==> src/rtl/tui_div_pipe.sv <==
// Pipelined restoring divider, one quotient bit per stage, with side payload.
// Standalone; the user must hold the divisor steady while items are in flight; the block does not enforce it.
module tui_div_pipe #(
    parameter int N  = 20,
    parameter int M  = 21,
    parameter int PW = 2
) (
    input  logic          i_clk,
    input  logic          i_rst_n,
    input  logic          i_en,
    input  logic          i_valid,
    input  logic [N-1:0]  i_dividend,
    input  logic [M-1:0]  i_divisor,
    input  logic [PW-1:0] i_side,
    output logic          o_valid,
    output logic [N-1:0]  o_quot,
    output logic [M-1:0]  o_rem,
    output logic [PW-1:0] o_side
);

    logic [N-1:0]  r_vld;
    logic [M-1:0]  r_rem  [N];
    logic [N-1:0]  r_qd   [N];
    logic [PW-1:0] r_side [N];

    for (genvar i = 0; i < N; i++) begin : g_stage
        logic [M-1:0]  p_rem;
        logic [N-1:0]  p_qd;
        logic [PW-1:0] p_side;
        logic          p_vld;
        logic [M:0]    shifted;
        logic [M:0]    diff;
        logic          ge;
        logic [M-1:0]  n_rem;
        logic [N-1:0]  n_qd;

        if (i == 0) begin : g_first
            assign p_rem  = '0;
            assign p_qd   = i_dividend;
            assign p_side = i_side;
            assign p_vld  = i_valid;
        end else begin : g_next
            assign p_rem  = r_rem[i-1];
            assign p_qd   = r_qd[i-1];
            assign p_side = r_side[i-1];
            assign p_vld  = r_vld[i-1];
        end

        always_comb begin
            shifted = {p_rem, p_qd[N-1]};
            diff    = shifted - {1'b0, i_divisor};
            ge      = shifted >= {1'b0, i_divisor};
            n_rem   = ge ? diff[M-1:0] : shifted[M-1:0];
            n_qd    = {p_qd[N-2:0], ge};
        end

        always_ff @(posedge i_clk) begin
            if (!i_rst_n) begin
                r_vld[i] <= 1'b0;
            end else if (i_en) begin
                r_vld[i] <= p_vld;
            end
        end

        always_ff @(posedge i_clk) begin
            if (i_en) begin
                r_rem[i]  <= n_rem;
                r_qd[i]   <= n_qd;
                r_side[i] <= p_side;
            end
        end
    end

    assign o_valid = r_vld[N-1];
    assign o_quot  = r_qd[N-1];
    assign o_rem   = r_rem[N-1];
    assign o_side  = r_side[N-1];

endmodule

==> config.mk <==
export PLATFORM = sky130hd
export DESIGN_NAME = tui_div_pipe
export DESIGN_NICKNAME = d
export VERILOG_FILES = /design/src/rtl/tui_div_pipe.sv
export SDC_FILE = /design/constraint.sdc
export NUM_CORES = 2
export LEC_CHECK = 0
export ABC_AREA = 1
export ABC_CLOCK_PERIOD_IN_PS = 6500
export CAP_MARGIN = 25
export CORE_MARGIN = 1.5
export CORE_UTILIZATION = 55
export DETAILED_ROUTE_END_ITERATION = 8
export DONT_BUFFER_PORTS = 1
export PLACE_DENSITY = 0.79
export SLEW_MARGIN = 0
export SYNTH_ARGS = -nofsm -noshare
export SYNTH_HDL_FRONTEND = slang
export SYNTH_SLANG_ARGS = --single-unit
==> constraint.sdc <==
create_clock -name i_clk -period 6.5 [get_ports i_clk]
set_clock_uncertainty 0.15 [all_clocks]
set_input_delay 0.65 -clock i_clk [delete_from_list [all_inputs] [get_ports i_clk]]
set_output_delay 0.65 -clock i_clk [all_outputs]
set_load 0.005 [all_outputs]
==> out/results.env <==
RUN_STATUS='finished with violations'
FAILED_CHECKS='design-rule violations, negative hold slack'
CTSROOTBUFFERMASTER='sky130_fd_sc_hd__clkbuf_16'
TIMING.FINAL.MAX_SLEW_VIOLATIONS=0
SETUP-TNS-FINAL_NS=0
INITIAL_CORE_UTIL_PCT=55.5
YOSYSWARNINGCOUNT=0
WORST_SKEW_PAIR.LATE_LATENCY_NS=0.70
VDD_IR_DROP_MAX_mV=0.219
CTS_SETUP_BUFFERS=0
TRITONCTS='yes'
GRT_PASS1_WL_UM=251000
SYN2LAYOUT_AREA_GROWTH_PCT=7.61
GRT_MAX_DEGREE=882
CRITPATHLAUNCHTYPE='input pin'
GRT_USAGE_PCT=29.0
NETLIST-CELL-TYPE-COUNT=33
ANTENNA_CELLS_INSERTED=0
R2R-START='r_qd[2][79]'
CRITICAL_PATH.ENDPOINT_TYPE='flip-flop'
CORE.ROWCOUNT=120
WORST-SLEW-PIN-TRANSITION_NS=1.32
SYNTHDOMINANTAREACELLTYPE='sky130_fd_sc_hd__edfxtp_1'
ANTENNA_VIOLATIONS_BEFORE_REPAIR=3
CTS_NUM_SINKS=880
WORST-ENDPOINT-ARRIVAL_NS=3.89
YOSYS-TOP-CELLS-AREA='sky130_fd_sc_hd__edfxtp_1 43%, sky130_fd_sc_hd__nand2_1 20%, sky130_fd_sc_hd__ha_1 8.4%, sky130_fd_sc_hd__inv_1 6.7%, sky130_fd_sc_hd__nand3_1 4.5%'
DPL.CELL_COUNT=9025
MOSTFREQUENTLAYOUTCELL='sky130_fd_sc_hd__nand2_1'
NUMBER_OF_DRC_VIOLATIONS_AFTER_DETAILED_ROUTING_ITERATION_0=4673
AVGSYNTHCELLAREA_UM2=7.73
NETLIST_INSTANCES=7687
NUMPORTBUFFERS=0
CRITICAL_PATH.STARTPOINT='i_divisor[1]'
GR-TOTAL-OVERFLOW=0
FIN_NETS=8219
IOS=91
HP-START='i_en'
CRITICAL_PATH_CLASS='in -> reg'
WORST-R2R-CELL-COUNT=15
POWER_DENSITY_nW_PER_UM2=468
MIN_PATH_TYPE='in -> reg'
POST-ROUTE-UTIL_PCT=59.7
ROUTED_WL_UM=161000
N_FILL_CELL=9778
CRIT_END='r_rem[3][34]'
DIE_AREA_UM2=110000
MINIMUM_SETUP_SLACK_AMONG_REG_TO_REG_PATHS_NS=3.48
FIRSTDRTPASSITERS=9
UNREPAIRED_SETUP_ENDPOINTS_AFTER_GLOBAL_ROUTING='no'
DPL_WIRE_LENGTH_UM=115000
NUMBER_OF_MAX_CAP_VIOLATIONS=0
DIE-WIDTH_UM=332
REG2REG_TO='r_rem[3][4]'
ROUTED_WIRE_LENGTH_PER_INSTANCE_UM=17.5
PLACE_CONGESTION=0.988
POST-SYNTH-TOP-AREA-FRACTION_PCT=43.4
CHIP_HEIGHT_UM=332
STDCELL_COUNT=9229
FINAL.HOLD.WORST_SLACK_NS=-0.0102
CTS-BUFFERS-INSERTED=96
YOSYSSEQAREASHARE_PCT=44.1
CP.REQUIRED_NS=6.90
FIRST_GLOBAL_VIAS=46300
DETAILROUTE.VIA_COUNT=49500
CTS.REPORTEDPATHS.CLKPINSLEW_NS=0.06
CELL_AREA_SYNTH_UM2=59500
DRCVIOLATIONCOUNT=1
H-TREE-DEPTH=3
MIN_PERIOD_NS=3.50
YOSYS_REGISTER_BITS=880
FINALSETUPVIOLCOUNT=0
MAXIMUM_COUNT_OF_CLOCK_BUFFERS_ALONG_A_SINGLE_PATH=3
SYNTH_FP_NETS=8154
FIN_CRIT_SH_PCT=53.8
LEADING_CELL_TYPES_IN_THE_LAYOUT_FILL_AND_TAPS_EXCLUDED='3113 x sky130_fd_sc_hd__nand2_1, 1052 x sky130_fd_sc_hd__inv_1, 860 x sky130_fd_sc_hd__edfxtp_1'
MAX_SLEW_MARGIN_PCT=12.0
TIMING.FINAL.HOLD_VIOLATIONS=4
CRIT_FANOUT=27
CORE_UM2=107000
P_LEAK_nW=31.5
DRT-VIAS-PER-INSTANCE=5.36
FINAL_ANTENNA_NET_COUNT=0
FINAL_LAYOUT_SIZE_SUFFIX_GT1_SHARE_PCT=5.34
FMAX_MHz=286
how the worst min path moves through the flow:
stage / to / cells after the start
floorplan: r_qd[0][21] / 0
global placement: r_side[3][0] / 0
detailed placement: r_qd[0][51] / 0
CTS: r_side[0][0] / 0
global route: g_stage[6].p_vld / 2
finish: g_stage[7].p_vld / 2
layout make-up:
type / instances / area (um^2) / share of cell area (%)
clock buffers: 113 / 2520 / 3.94
clock inverters: 59 / 531 / 0.829
inverters: 1101 / 4150 / 6.48
multi-input cells: 5622 / 28300 / 44.2
flip-flops and latches: 880 / 26200 / 41.0
well taps: 1403 / 1760 / 2.74
repair buffers: 51 / 544 / 0.851
cells by family after synthesis:
kind of cell               count (synthesis)  share of synthesized area, %
and+or+nand+nor                         4682                          32.8
buffers and inverters                   1185                          8.36
DFF                                      880                          44.1
adders and majority gates                420                          9.08
AOI/OAI and AO/OA                        366                          3.35
xor gates and xnor gates                 154                          2.27
cell usage after synthesis:
cell type and instances:
sky130_fd_sc_hd__o21bai_1 38, sky130_fd_sc_hd__and3_1 19, sky130_fd_sc_hd__and2_1 20, sky130_fd_sc_hd__nor3_2 19
sky130_fd_sc_hd__inv_4 6, sky130_fd_sc_hd__or2_1 14, sky130_fd_sc_hd__edfxtp_1 860, sky130_fd_sc_hd__a21oi_2 5
sky130_fd_sc_hd__ha_1 401, sky130_fd_sc_hd__buf_4 21, sky130_fd_sc_hd__nand3b_1 85, sky130_fd_sc_hd__nand4_1 42
sky130_fd_sc_hd__nor3_1 20, sky130_fd_sc_hd__or2_2 19, sky130_fd_sc_hd__nor2_2 22, sky130_fd_sc_hd__nand2_1 3113
sky130_fd_sc_hd__buf_8 5, sky130_fd_sc_hd__dfxtp_1 20, sky130_fd_sc_hd__fa_1 19, sky130_fd_sc_hd__buf_6 50
sky130_fd_sc_hd__o21a_1 19, sky130_fd_sc_hd__clkbuf_1 8, sky130_fd_sc_hd__nand2_2 125, sky130_fd_sc_hd__o21ai_0 42
sky130_fd_sc_hd__inv_1 1063, sky130_fd_sc_hd__nor4_1 4, sky130_fd_sc_hd__or2_0 4, sky130_fd_sc_hd__a21oi_1 262
sky130_fd_sc_hd__xor2_1 154, sky130_fd_sc_hd__inv_2 32, sky130_fd_sc_hd__nand3_1 532, sky130_fd_sc_hd__nor2_1 625
sky130_fd_sc_hd__nand2_4 19
flip-flops by register name, indices dropped and copies added, names as in the netlist:
name	cells
r_qd	400
r_rem	420
o_valid	1
r_side	40
g_stage.p_vld	19
worst max-delay path: stages:
cell                       delay (ns)
sky130_fd_sc_hd__clkinv_2        0.70
sky130_fd_sc_hd__buf_4           0.58
sky130_fd_sc_hd__fa_1            0.51
sky130_fd_sc_hd__nand2_1         0.10
sky130_fd_sc_hd__nand2_1         0.09
sky130_fd_sc_hd__nand3_1         0.08
sky130_fd_sc_hd__nand2_1         0.07
sky130_fd_sc_hd__nand2_1         0.09
sky130_fd_sc_hd__nand2_1         0.09
sky130_fd_sc_hd__nand2_2         0.10
sky130_fd_sc_hd__nand2_4         0.18
sky130_fd_sc_hd__inv_2           0.39
sky130_fd_sc_hd__nand2_1         0.12
sky130_fd_sc_hd__nand2_1         0.10
metrics by stage:
stage	instance area (um^2)	power [mW]	setup WS, ns	hold slack, ns
global placement	60500	24.0	2.42	0.250
detailed placement	60500	24.3	2.33	0.255
CTS	63800	29.7	3.05	0.0161
floorplan	59500	20.7	3.06	0.250
global route	64000	32.3	2.76	0.00417
finish	64000	30.0	3.00	-0.0102
timing repair:
action | 4_1_cts | 5_1_grt
endpoints found under the setup margin | 0 | 0
gates resized for setup | 0 | 0
hold buffers | 24 | 2
hold endpoints to repair | 42 | 24
power by group:
group          switching, mW  internal (mW)  leakage, nW
clock network           2.30           3.05         1.49
registers               1.31           8.50         8.59
logic                   9.88           4.92         21.4
per-layer routing:
layer	up-vias	track usage [%]	wire length, um
li1	24700	-	-
met1	22700	38.4	68500
met2	1619	48.3	74900
met3	393	3.68	10800
met4	4	11.8	7210
met5	-	0	23
No activity file was read; power rests on OpenSTA's default activity.
